**src/hw/rtl/assert_macros.svh**
```systemverilog
// ----------------------------------------------------------------------------
// Assertion macros
// Shared wrappers for concurrent assertions in the motion wake detector.
// ----------------------------------------------------------------------------
`ifndef ASSERT_MACROS_SVH
`define ASSERT_MACROS_SVH

// Check a property on every rising edge, skipped while reset is high.
`define MWD_ASSERT(lbl, clk, rst, prop) \
  lbl: assert property (@(posedge clk) disable iff (rst) prop) \
    else $error("motion wake detector assertion failed");

// Check a property on every rising edge, reset included.
`define MWD_ASSERT_ALWAYS(lbl, clk, prop) \
  lbl: assert property (@(posedge clk) prop) \
    else $error("motion wake detector assertion failed");

`endif

```
**src/hw/rtl/mwd_pkg.sv**
```systemverilog
// ----------------------------------------------------------------------------
// mwd_pkg
// Types, codes and constants shared by the motion wake detector modules.
// ----------------------------------------------------------------------------
package mwd_pkg;

  localparam int ACCEL_FRAC_BITS = 12;
  localparam int SHAKE_MIN_HITS  = 3;

  localparam logic [16:0] ONE_G    = 17'(1 << ACCEL_FRAC_BITS);
  localparam logic [39:0] ONE_G_SQ = 40'(1) << (2 * ACCEL_FRAC_BITS);
  localparam logic [39:0] TINY_MUL = 40'd100;
  localparam logic [3:0]  CNT_MAX  = 4'd15;
  localparam logic [3:0]  SHAKE_HITS = 4'(SHAKE_MIN_HITS);
  localparam logic [8:0]  ALPHA_MAX = 9'd256;

  localparam logic [2:0] REG_ENABLE     = 3'd0;
  localparam logic [2:0] REG_ARM_DELAY  = 3'd1;
  localparam logic [2:0] REG_POLL       = 3'd2;
  localparam logic [2:0] REG_ALPHA      = 3'd3;
  localparam logic [2:0] REG_TILT_THR   = 3'd4;
  localparam logic [2:0] REG_TILT_HOLD  = 3'd5;
  localparam logic [2:0] REG_SHAKE_THR  = 3'd6;
  localparam logic [2:0] REG_SHAKE_WIN  = 3'd7;

  localparam logic [1:0] CAUSE_NONE  = 2'd0;
  localparam logic [1:0] CAUSE_TILT  = 2'd1;
  localparam logic [1:0] CAUSE_SHAKE = 2'd2;

  localparam logic [3:0] STEP_DIFF   = 4'd0;
  localparam logic [3:0] STEP_AA     = 4'd1;
  localparam logic [3:0] STEP_FF     = 4'd2;
  localparam logic [3:0] STEP_RR     = 4'd3;
  localparam logic [3:0] STEP_FR     = 4'd4;
  localparam logic [3:0] STEP_DOT    = 4'd5;
  localparam logic [3:0] STEP_RC     = 4'd6;
  localparam logic [3:0] STEP_DD     = 4'd7;
  localparam logic [3:0] STEP_PLO    = 4'd8;
  localparam logic [3:0] STEP_PHI    = 4'd9;
  localparam logic [3:0] STEP_HI     = 4'd10;
  localparam logic [3:0] STEP_LO     = 4'd11;
  localparam logic [3:0] STEP_DECIDE = 4'd12;

  typedef enum logic [2:0] {
    S_IDLE = 3'b001,
    S_CALC = 3'b010,
    S_DONE = 3'b100
  } state_t;

  typedef enum logic [2:0] {
    LOP_DIFF,
    LOP_AA,
    LOP_FF,
    LOP_RR,
    LOP_FR
  } lane_op_t;

  typedef struct packed {
    logic     load;
    logic     capture;
    logic     upd;
    lane_op_t op;
  } lane_cmd_t;

  typedef struct packed {
    logic       run;
    logic [3:0] step;
  } calc_ctl_t;

  typedef struct packed {
    logic big;
    logic tilted;
    logic dev;
  } merge_flags_t;

endpackage

```
**src/hw/rtl/mwd_lane.sv**
```systemverilog
// ----------------------------------------------------------------------------
// mwd_lane
// One axis: holds sample, filtered and reference values, one multiplier.
// ----------------------------------------------------------------------------
module mwd_lane (
  input  logic                     clk,
  input  mwd_pkg::lane_cmd_t       cmd,
  input  logic signed [15:0]       accel,
  input  logic        [8:0]        alpha,
  output logic signed [33:0]       prod
);

  logic signed [15:0] a_r;
  logic signed [15:0] filt;
  logic signed [15:0] ref_v;
  logic signed [15:0] filt_next;
  logic signed [16:0] opa;
  logic signed [16:0] opb;

  assign filt_next = filt + $signed(prod[23:8]);

  always_comb begin
    unique case (cmd.op)
      mwd_pkg::LOP_DIFF: begin
        opa = 17'(a_r) - 17'(filt);
        opb = $signed({8'b0, alpha});
      end
      mwd_pkg::LOP_AA: begin
        opa = 17'(a_r);
        opb = 17'(a_r);
      end
      mwd_pkg::LOP_FF: begin
        opa = 17'(filt);
        opb = 17'(filt);
      end
      mwd_pkg::LOP_RR: begin
        opa = 17'(ref_v);
        opb = 17'(ref_v);
      end
      mwd_pkg::LOP_FR: begin
        opa = 17'(filt);
        opb = 17'(ref_v);
      end
      default: begin
        opa = 17'(a_r);
        opb = 17'(a_r);
      end
    endcase
  end

  always_ff @(posedge clk) begin
    prod <= opa * opb;
    if (cmd.load) begin
      a_r <= accel;
    end
    if (cmd.capture) begin
      filt  <= accel;
      ref_v <= accel;
    end else if (cmd.upd) begin
      filt <= filt_next;
    end
  end

endmodule

```
**config.mk**
```make
export PLATFORM = sky130hd
export DESIGN_NAME = mwd_lane
export DESIGN_NICKNAME = d
export VERILOG_FILES = /design/src/hw/rtl/assert_macros.svh /design/src/hw/rtl/mwd_pkg.sv /design/src/hw/rtl/mwd_lane.sv
export SDC_FILE = /design/constraint.sdc
export NUM_CORES = 1
export LEC_CHECK = 0
export BUFFER_PORTS_ARGS = -buffer_cell sky130_fd_sc_hd__buf_2
export CORE_MARGIN = 2
export CORE_UTILIZATION = 30
export CTS_CLUSTER_SIZE = 40
export DETAILED_ROUTE_END_ITERATION = 10
export SKIP_CTS_REPAIR_TIMING = 1
export SYNTH_ARGS = -nofsm -noshare
export SYNTH_HDL_FRONTEND = slang
export SYNTH_SLANG_ARGS = --single-unit
```
**constraint.sdc**
```tcl
create_clock -name clk -period 9.85 [get_ports clk]
set_input_delay 0 -clock clk [delete_from_list [all_inputs] [get_ports clk]]
set_output_delay 0 -clock clk [all_outputs]
set_load 0.01 [all_outputs]
```
==> key figures <==
Global route
  – Global-route wire length before repair: 73600 µm
  – Initial antenna violation count: 3
  – Global-route congestion overflow total: 0
  – Largest net degree at the start of global routing: 50
  – Met2 usage: 30.0%
  – Vias in the first global route: 13300
  – Routing layer with the top usage in global route: met2
  – Overall track demand over capacity in global routing: 18.0%
  – Met3 GRT Util: 4.58%
  – Global-route met1 utilization: 21.7%

Routing
  – DR iter-0 viols: 987
  – Detailed Routing Iterations Pass 1: 7
  – Final routed wirelength across all metal layers: 46300 µm
  – Number of antenna-violating nets in the routed design: 0
  – Overall via count from detail_route: 12500
  – Routed length per placed instance: 18.6 µm
  – Residual DRC: 0
  – Via-to-Cell Ratio: 5.03

Worst setup path
  – Startpoint of the worst-slack reg-to-reg timing path: a_r[0]
  – Required time reported for the critical path endpoint: 10.10 ns
  – Data arrival time of the critical path: 9.01 ns
  – Critical Path Slowest Stage Cell: o21ai_2
  – Slack of the worst reg-to-reg path: 1.10 ns
  – Cell mode on critical path: fa_1
  – Largest fanout on the critical path: 14
  – Length in cells of the worst reg-to-reg path: 27
  – Type of the worst setup path: reg -> reg
  – Crit path launch type: flip-flop
  – Delay contributed by the slowest stage of the critical path: 0.71 ns
  – Endpoint of the worst-slack reg-to-reg timing path: prod[33]
  – Setup crit end kind: flip-flop

Placed design
  – Final weighted congestion of routability-driven global placement: 0.973
  – HPWL after DPL: 38700 µm
  – Quantity of I/O buffers inserted on ports: 65

Timing
  – Unrepaired setup endpoints after global routing: false
  – Final count of pins violating max slew: 0
  – Count of endpoints failing setup in the final report: 0
  – Final hold violation count: 0
  – Final period demand of the worst path: 8.75 ns
  – Slew HR: 26.8%
  – Actual slew at the worst max-slew pin: 1.10 ns
  – Total negative setup slack: 0 ns
  – Final Skew: 0.0202 ns
  – Final clock period utilization by the worst path: 88.9%
  – Fmax: 114 MHz

Logic synthesis
  – Netlist area before placement: 15700 µm²
  – Top flip-flop cell by instance count after synthesis: edfxtp_1
  – Fraction of synthesis flops using an asynchronous set or reset pin: 0%
  – Total of flip-flops plus latches after synthesis: 82
  – Post-synthesis net count: 2181
  – Post-Synthesis Mean Instance Area: 9.06 µm²
  – Number of enable-type register cells in the synthesized netlist: 48
  – Sequential element share of the synthesized area: 13.5%
  – Synthesized netlist cell count: 1735
  – Library cells used by synthesis: 84
  – Syn. warnings: 0

Run status
  – Run status: finished, final reports clean

Final layout
  – Area occupied by multi-input gates: 12000 µm²
  – Number of nets in the layout: 2249
  – Area taken by flip-flops and latches: 2120 µm²
  – FILL cells: 5311
  – Layout cells sized above 1: 7.63%
  – Synthesis-to-finish area growth: 10.3%

Floorplan
  – Starting density of the core: 30.5%
  – Chip Height: 233 µm
  – Die area: 54300 µm²
  – Site row count: 83
  – IO Count: 66
  – Core Area: 51600 µm²
  – Die width: 233 µm

Clocking
  – Clk buf depth: 2
  – Clock tree from TritonCTS: done
  – CTS clock-pin slew for the worst setup and hold paths: 0.08 ns
  – CTS root buf: clkbuf_16
  – CTS Buf Count: 9
  – Clk sink count: 82
  – H-tree depth: 3
  – Clock latency on the worst-skew pair: 0.41 ns

Min path
  – Worst min-delay path category: in -> reg
  – Number of cells on the worst hold path: 1
  – Hold endpoint: a_r[4]
  – Worst min-delay path startpoint: cmd[5]

Run
  – Count of maximum capacitance violations: 0
==> worst max-delay path by stage <==
stage             from  endpoint  slack, ns  depth (start not counted)
3_5_place_dp    a_r[0]  prod[30]       1.21                         27
2_1_floorplan  filt[0]  prod[33]       2.25                         30
6_report        a_r[0]  prod[33]       1.10                         27
3_3_place_gp    a_r[2]  prod[32]       1.26                         24
4_1_cts         a_r[0]  prod[30]       1.17                         27
5_1_grt        filt[0]  prod[33]       0.53                         26
==> stage by stage <==
| step | cells | util [%] | cell area [µm²] | hold WS (ns) | setup WS [ns] |
|---|---|---|---|---|---|
| final | 2490 | 33.6 | 17300 | 0.0851 | 1.10 |
| after global routing | 2488 | 33.6 | 17300 | 0.106 | 0.531 |
| after CTS | 2472 | 33.3 | 17200 | -0.202 | 1.17 |
| after detailed placement | 2456 | 32.7 | 16900 | 0.212 | 1.21 |
| after global placement | 2456 | 32.7 | 16900 | 0.206 | 1.26 |
| after floorplan | 1735 | - | 15700 | 0.0989 | 2.25 |
==> final cells by class <==
class	count	share of cell area, %
Antenna cell	2	0.0289
Clock buffer	9	1.30
Clock inverter	7	0.318
Inverter	367	7.95
Multi-Input combinational cell	1235	69.3
Sequential cell	82	12.2
Tap cell	680	4.91
Timing Repair Buffer	108	3.97
==> cells in the mapped netlist, drive strengths merged (13+ instances only) <==
library cell / instances / area share [%]
a21o: 21 / 1.0
nor3: 17 / 0.54
edfxtp: 48 / 9.2
xnor2: 36 / 2.0
buf: 22 / 0.71
nand2: 124 / 3.0
fa: 298 / 38
inv: 367 / 8.8
o21ai: 74 / 2.4
a21oi: 88 / 2.9
o21a: 25 / 1.2
clkbuf: 29 / 0.69
nand2b: 40 / 1.6
dfxtp: 34 / 4.3
nand3: 13 / 0.41
ha: 116 / 9.2
nor2: 210 / 5.0
==> kinds of logic (layout without fill, tap and decap cells) <==
family / count (synthesis) / after routing / share of synthesized area [%]
and+or+nand+nor: 469 / 469 / 13.5
buffers and inverters: 418 / 491 / 10.2
adders and majority gates: 417 / 417 / 47.4
AOI/OAI and AO/OA: 290 / 290 / 12.1
DFF: 82 / 82 / 13.5
xor gates and xnor gates: 48 / 48 / 2.67
muxes: 11 / 11 / 0.708
other: 0 / 2 / 0
==> placed cells by master, fill, tap and decap left out, drive strengths merged, types with 11 or more instances in the layout <==
cell,netlist,routed
inv,367,373
fa,298,298
nor2,210,210
nand2,124,124
ha,116,116
buf,22,92
a21oi,88,88
o21ai,74,74
edfxtp,48,48
nand2b,40,40
xnor2,36,36
dfxtp,34,34
o21a,25,25
a21o,21,21
nor3,17,17
dlygate4sd3,0,16
nand3,13,13
xor2,12,12
or3,12,12
a211oi,11,11
==> critical path, delay by kind of cell (launching register included) <==
| family | cells | cell delay, ns |
|---|---|---|
| simple gates | 5 | 0.98 |
| buf+inv | 5 | 0.45 |
| compound gates | 8 | 2.60 |
| fa+ha+maj | 9 | 4.20 |
| flops | 1 | 0.38 |
==> metal layers <==
| layer | routed length, µm | part of all wire [%] |
|---|---|---|
| met1 | 18300 | 39 |
| met2 | 22000 | 47 |
| met3 | 3710 | 8.0 |
| met4 | 2260 | 4.9 |
| met5 | 123 | 0.27 |
==> sequential cells by signal, summed over array words and instances, names as in the netlist <==
signal and flops:
prod 34, a_r 16, filt 16, ref_v 16
Power is left out: the tool's default activity adds up to more than one toggle a clock period on the data nets, which glitch-free logic cannot reach.
