### src/hw/rtl/assert_macros.svh
// ----------------------------------------------------------------------------
// Assertion macros
// Shared wrappers for concurrent assertions in the motion wake detector.
// ----------------------------------------------------------------------------
`ifndef ASSERT_MACROS_SVH
`define ASSERT_MACROS_SVH

// Check a property on every rising edge, skipped while reset is high.
`define MWD_ASSERT(lbl, clk, rst, prop) \
  lbl: assert property (@(posedge clk) disable iff (rst) prop) \
    else $error("motion wake detector assertion failed");

// Check a property on every rising edge, reset included.
`define MWD_ASSERT_ALWAYS(lbl, clk, prop) \
  lbl: assert property (@(posedge clk) prop) \
    else $error("motion wake detector assertion failed");

`endif

### src/hw/rtl/mwd_pkg.sv
// ----------------------------------------------------------------------------
// mwd_pkg
// Types, codes and constants shared by the motion wake detector modules.
// ----------------------------------------------------------------------------
package mwd_pkg;

  localparam int ACCEL_FRAC_BITS = 12;
  localparam int SHAKE_MIN_HITS  = 3;

  localparam logic [16:0] ONE_G    = 17'(1 << ACCEL_FRAC_BITS);
  localparam logic [39:0] ONE_G_SQ = 40'(1) << (2 * ACCEL_FRAC_BITS);
  localparam logic [39:0] TINY_MUL = 40'd100;
  localparam logic [3:0]  CNT_MAX  = 4'd15;
  localparam logic [3:0]  SHAKE_HITS = 4'(SHAKE_MIN_HITS);
  localparam logic [8:0]  ALPHA_MAX = 9'd256;

  localparam logic [2:0] REG_ENABLE     = 3'd0;
  localparam logic [2:0] REG_ARM_DELAY  = 3'd1;
  localparam logic [2:0] REG_POLL       = 3'd2;
  localparam logic [2:0] REG_ALPHA      = 3'd3;
  localparam logic [2:0] REG_TILT_THR   = 3'd4;
  localparam logic [2:0] REG_TILT_HOLD  = 3'd5;
  localparam logic [2:0] REG_SHAKE_THR  = 3'd6;
  localparam logic [2:0] REG_SHAKE_WIN  = 3'd7;

  localparam logic [1:0] CAUSE_NONE  = 2'd0;
  localparam logic [1:0] CAUSE_TILT  = 2'd1;
  localparam logic [1:0] CAUSE_SHAKE = 2'd2;

  localparam logic [3:0] STEP_DIFF   = 4'd0;
  localparam logic [3:0] STEP_AA     = 4'd1;
  localparam logic [3:0] STEP_FF     = 4'd2;
  localparam logic [3:0] STEP_RR     = 4'd3;
  localparam logic [3:0] STEP_FR     = 4'd4;
  localparam logic [3:0] STEP_DOT    = 4'd5;
  localparam logic [3:0] STEP_RC     = 4'd6;
  localparam logic [3:0] STEP_DD     = 4'd7;
  localparam logic [3:0] STEP_PLO    = 4'd8;
  localparam logic [3:0] STEP_PHI    = 4'd9;
  localparam logic [3:0] STEP_HI     = 4'd10;
  localparam logic [3:0] STEP_LO     = 4'd11;
  localparam logic [3:0] STEP_DECIDE = 4'd12;

  typedef enum logic [2:0] {
    S_IDLE = 3'b001,
    S_CALC = 3'b010,
    S_DONE = 3'b100
  } state_t;

  typedef enum logic [2:0] {
    LOP_DIFF,
    LOP_AA,
    LOP_FF,
    LOP_RR,
    LOP_FR
  } lane_op_t;

  typedef struct packed {
    logic     load;
    logic     capture;
    logic     upd;
    lane_op_t op;
  } lane_cmd_t;

  typedef struct packed {
    logic       run;
    logic [3:0] step;
  } calc_ctl_t;

  typedef struct packed {
    logic big;
    logic tilted;
    logic dev;
  } merge_flags_t;

endpackage

### src/hw/rtl/mwd_merge.sv
// ----------------------------------------------------------------------------
// mwd_merge
// Sum lane products and run the wide tilt and shake compares.
// ----------------------------------------------------------------------------
module mwd_merge (
  input  logic                    clk,
  input  mwd_pkg::calc_ctl_t      ctl,
  input  logic signed [33:0]      p0,
  input  logic signed [33:0]      p1,
  input  logic signed [33:0]      p2,
  input  logic        [15:0]      tilt_thr,
  input  logic        [14:0]      shake_thr,
  output mwd_pkg::merge_flags_t   flags
);

  logic signed [35:0] sum;
  logic        [31:0] m2;
  logic        [31:0] c2;
  logic        [31:0] r2;
  logic signed [35:0] dot;
  logic        [31:0] t2;
  logic        [63:0] p1_r;
  logic        [63:0] dd;
  logic        [63:0] pl;
  logic        [63:0] ph;
  logic        [95:0] psum;
  logic        [31:0] hi2;
  logic        [31:0] ma;
  logic        [31:0] mb;
  logic        [63:0] mres;
  logic        [16:0] hi;
  logic        [16:0] lo;
  logic               low_ok;

  assign sum    = 36'(p0) + 36'(p1) + 36'(p2);
  assign hi     = mwd_pkg::ONE_G + 17'(shake_thr);
  assign lo     = mwd_pkg::ONE_G - 17'(shake_thr);
  assign low_ok = 17'(shake_thr) < mwd_pkg::ONE_G;

  always_comb begin
    unique case (ctl.step)
      mwd_pkg::STEP_DOT: begin
        ma = 32'(tilt_thr);
        mb = 32'(tilt_thr);
      end
      mwd_pkg::STEP_RC: begin
        ma = r2;
        mb = c2;
      end
      mwd_pkg::STEP_DD: begin
        ma = dot[31:0];
        mb = dot[31:0];
      end
      mwd_pkg::STEP_PLO: begin
        ma = p1_r[31:0];
        mb = t2;
      end
      mwd_pkg::STEP_PHI: begin
        ma = p1_r[63:32];
        mb = t2;
      end
      mwd_pkg::STEP_HI: begin
        ma = 32'(hi);
        mb = 32'(hi);
      end
      mwd_pkg::STEP_LO: begin
        ma = 32'(lo);
        mb = 32'(lo);
      end
      default: begin
        ma = r2;
        mb = c2;
      end
    endcase
  end

  always_ff @(posedge clk) begin
    mres <= ma * mb;
    if (ctl.run) begin
      unique case (ctl.step)
        mwd_pkg::STEP_FF:  m2   <= sum[31:0];
        mwd_pkg::STEP_RR:  c2   <= sum[31:0];
        mwd_pkg::STEP_FR:  r2   <= sum[31:0];
        mwd_pkg::STEP_DOT: dot  <= sum;
        mwd_pkg::STEP_RC:  t2   <= mres[31:0];
        mwd_pkg::STEP_DD:  p1_r <= mres;
        mwd_pkg::STEP_PLO: dd   <= mres;
        mwd_pkg::STEP_PHI: pl   <= mres;
        mwd_pkg::STEP_HI:  ph   <= mres;
        mwd_pkg::STEP_LO: begin
          hi2  <= mres[31:0];
          psum <= {ph, 32'b0} + {32'b0, pl};
        end
        default: ;
      endcase
    end
  end

  assign flags.big = (40'(r2) * mwd_pkg::TINY_MUL > mwd_pkg::ONE_G_SQ) &&
                     (40'(c2) * mwd_pkg::TINY_MUL > mwd_pkg::ONE_G_SQ);
  assign flags.tilted = dot[35] || ((tilt_thr != 16'd0) && ({dd, 32'b0} < psum));
  assign flags.dev = (m2 > hi2) || (low_ok && (m2 < mres[31:0]));

endmodule

### config.mk
export PLATFORM = sky130hd
export DESIGN_NAME = mwd_merge
export DESIGN_NICKNAME = d
export VERILOG_FILES = /design/src/hw/rtl/assert_macros.svh /design/src/hw/rtl/mwd_pkg.sv /design/src/hw/rtl/mwd_merge.sv
export SDC_FILE = /design/constraint.sdc
export NUM_CORES = 2
export LEC_CHECK = 0
export BUFFER_PORTS_ARGS = -buffer_cell sky130_fd_sc_hd__buf_2
export CORE_ASPECT_RATIO = 0.8
export CORE_MARGIN = 2
export CORE_UTILIZATION = 50
export DETAILED_ROUTE_END_ITERATION = 16
export PLACE_DENSITY = 0.66
export SLEW_MARGIN = 40
export SYNTH_ARGS = -nofsm -noshare
export SYNTH_HDL_FRONTEND = slang
export SYNTH_SLANG_ARGS = --single-unit
### constraint.sdc
create_clock -name clk -period 13.1 [get_ports clk]
set_input_delay 1.965 -clock clk [delete_from_list [all_inputs] [get_ports clk]]
set_output_delay 1.965 -clock clk [all_outputs]
set_load 0.02 [all_outputs]
==> impl_results.md <==
- Outcome: finished clean
- Data required, critical path: 13.63 ns
- Post-DP HPWL: 186,000 microns
- Clk buf depth: 3
- Final slew viol count: 0
- DRT iter0 DRCs: 4,751
- Yosys warns: 0
- Fillers: 11,900
- M2 GR Usage: 52.7%
- Final setup margin: 1.30 ns
- Crit-path max FO: 15
- Number of buffers created by CTS: 60
- Crit path to: mres[63]
- Post-route setup TNS: 0 ns
- Core ar.: 134,000 sq um
- Gpl congestion: 1.02
- R2R cell count: 30
- Yosys cell types: 84
- Footprint of the multi-input gates: 43,900 sq um
- Fmax: 84.8 MHz
- WL final: 234,000 microns
- Avg Cell Area, Syn: 9.89 sq um
- Initial Util: 50.4%
- Critical path's slowest cell: o21ai_0
- Hold-fix buffers, CTS: 0
- Drt wl/cell: 26.5 microns
- Post-synthesis sequential area ratio: 26.1%
- WP data arrival: 12.33 ns
- Crit Path Category: in2reg
- Area Overhead vs Synth: 8.73%
- Final Skew: 0.0625 ns
- FFs w/ async S/R, synth: 0%
- Layout cell share with drive strength beyond 1: 7.23%
- Grt peak-use layer: met2
- Number of flops mapped to enable cells by yosys: 545
- Die width: 415 microns
- First-pass GRT wire length: 347,000 microns
- Resized Gates After CTS: 0
- DRC: 0
- Crit-path max cell delay: 0.61 ns
- Via density: 5.80
- Global route total overflow: 0
- Number of vias in the routed layout: 51,200
- Main synth FF type: edfxtp_1
- Global routing met1 resource utilization: 45.1%
- FF-to-FF Start: dot[9]
- FF-to-FF End: mres[59]
- Reg area: 17,600 sq um
- Die Area: 138,000 sq um
- FP Rows: 120
- RSZ-0062 raised after global routing: false
- Worst hold-check path type: reg2reg
- Clock transition at path regs: 0.06 ns
- Worst slack, placed: 0.787 ns
- Post-route ant nets: 0
- Nature of the critical path endpoint: flip-flop
- FF+latch count, synth: 609
- Clk_lat worst skew: 0.66 ns
- Worst Max-Slew Pin Slew: 0.936 ns
- Die height: 333 microns
- Setup Fix Bufs, Post-CTS: 0
- TritonCTS sink count: 609
- Total of max-cap violations: 0
- Cell with the most instances on the worst path: fa_1
- First-pass DRT Iterations: 6
- CP startpoint: shake_thr[2]
- Hold path start: pl[26]
- Fin. Hold Viols: 0
- Initial antenna violation count: 26
- Min Tclk post-route: 11.80 ns
- GRT Total Usage: 34.4%
- Htree depth: 2
- Slew HR: 37.1%
- R2R Setup Slk: 3.36 ns
- Number of I/O pins: 142
- Synthesized area: 67,600 sq um
- Met3 Use GR: 8.28%
- Startpoint types: input port
- # nets final: 8,776
- Gate Count Post-Synth: 6,837
- Design area: 73,500 sq um
- Final setup vio count: 0
- Area after DPL: 71,400 sq um
- Number of port buffers: 141
- Syn_nets: 8,625
- Crit share post-route: 90.1%
- Vias in the first global route: 52,900
- CTS tree: done
- Pin count of the biggest net entering global routing: 66
- CTS Root Buffer Type: clkbuf_16
==> per-layer routing <==
metal,vias up,routed length (microns)
met5,-,30
met3,618,25800
li1,22200,-
met4,4,15700
met1,25700,90200
met2,2679,102000
==> sequential cells by signal, indices dropped and copies added, names as in the netlist <==
signal / flops
psum: 96
dd: 64
mres: 64
p1_r: 64
ph: 64
pl: 64
dot: 33
c2: 32
hi2: 32
m2: 32
r2: 32
t2: 32
==> logic make-up (layout without fill, tap and decap cells) <==
logic type / Yosys count / in the layout / share of synthesized area (%)
compound gates: 850 / 850 / 8.43
xor+xnor: 191 / 191 / 2.47
fa+ha+maj: 1649 / 1649 / 41.5
buf+inv: 1716 / 1918 / 9.54
flops: 609 / 609 / 26.1
mux: 42 / 42 / 0.622
other cells: 0 / 13 / 0
simple gates: 1780 / 1780 / 11.4
==> critical path, delay by kind of cell <==
kind                     cells  cell delay [ns]
AO/OA/AOI/OAI                8             2.81
XOR/XNOR                     2             0.25
adder cells (fa/ha/maj)      9             4.63
buffers and inverters        7             0.85
AND/OR/NAND/NOR              8             1.81
==> worst min path at each step <==
| stage | end | cells after the start |
|---|---|---|
| 2_1_floorplan | psum[0] | 0 |
| 3_3_place_gp | psum[29] | 0 |
| 3_5_place_dp | psum[11] | 0 |
| 4_1_cts | psum[26] | 0 |
| 5_1_grt | psum[26] | 0 |
| 6_report | psum[26] | 0 |
==> synth_stat cells, types with 34 or more instances <==
master,number,area [sq um]
a21o_1,141,1060
a21oi_1,225,1130
and2_1,41,257
clkbuf_1,213,800
dfxtp_1,64,1280
edfxtp_1,545,16400
fa_1,986,19700
ha_1,663,8300
inv_1,1481,5560
mux2i_1,42,420
nand2_1,777,2920
nand3_1,57,285
nand4_1,54,338
nor2_1,574,2150
nor2b_1,45,282
nor3_1,71,355
nor4_1,36,225
o21a_1,34,255
o21ai_0,124,621
o22ai_1,35,219
xnor2_1,106,928
xor2_1,85,744
==> through the flow <==
step	utilization, %	hold WS (ns)	cells
finish	54.8	0.416	8821
global route	54.8	0.420	8811
CTS	54.8	0.415	8807
detailed placement	53.3	0.405	8694
global placement	53.1	0.401	8689
floorplan	-	0.400	6837
==> layout make-up <==
class	count	area share [%]
antenna	13	0.0443
clock buffer	72	2.10
clock inverter	41	0.613
inverter	1481	7.56
multi-input combinational	4512	59.8
sequential	609	24.0
tap	1769	3.01
timing repair buffer	324	2.89
==> placed cells by master, fill, tap and decap left out, types with 12 or more instances in the layout <==
master,Yosys,routed
xor2_1,85,85
nand3_1,57,57
edfxtp_1,545,545
a221oi_1,26,24
ha_1,663,663
o21a_1,34,34
a31oi_1,24,24
clkbuf_1,213,12
o21ai_0,124,122
mux2i_1,42,42
a221o_1,16,14
buf_4,0,174
inv_1,1481,1481
fa_1,986,986
nor3_1,71,68
a211oi_1,26,26
nor2b_1,45,45
dfxtp_1,64,64
o211ai_1,22,22
clkinv_1,0,12
o21bai_1,23,23
nor4_1,36,36
and2_1,41,40
nand2_1,777,774
a21o_1,141,141
o22ai_1,35,20
xnor2_1,106,96
buf_2,6,141
and3_1,23,21
o22ai_2,0,15
a22oi_1,17,17
nand2b_1,32,31
diode_2,0,13
a21oi_1,225,219
or3_1,14,14
clkbuf_16,0,60
nand4_1,54,54
nor2_1,574,566
o31ai_1,18,18
Power is not shown: default switching activity piles up to over one toggle a cycle in this logic, so the estimate is an artifact.
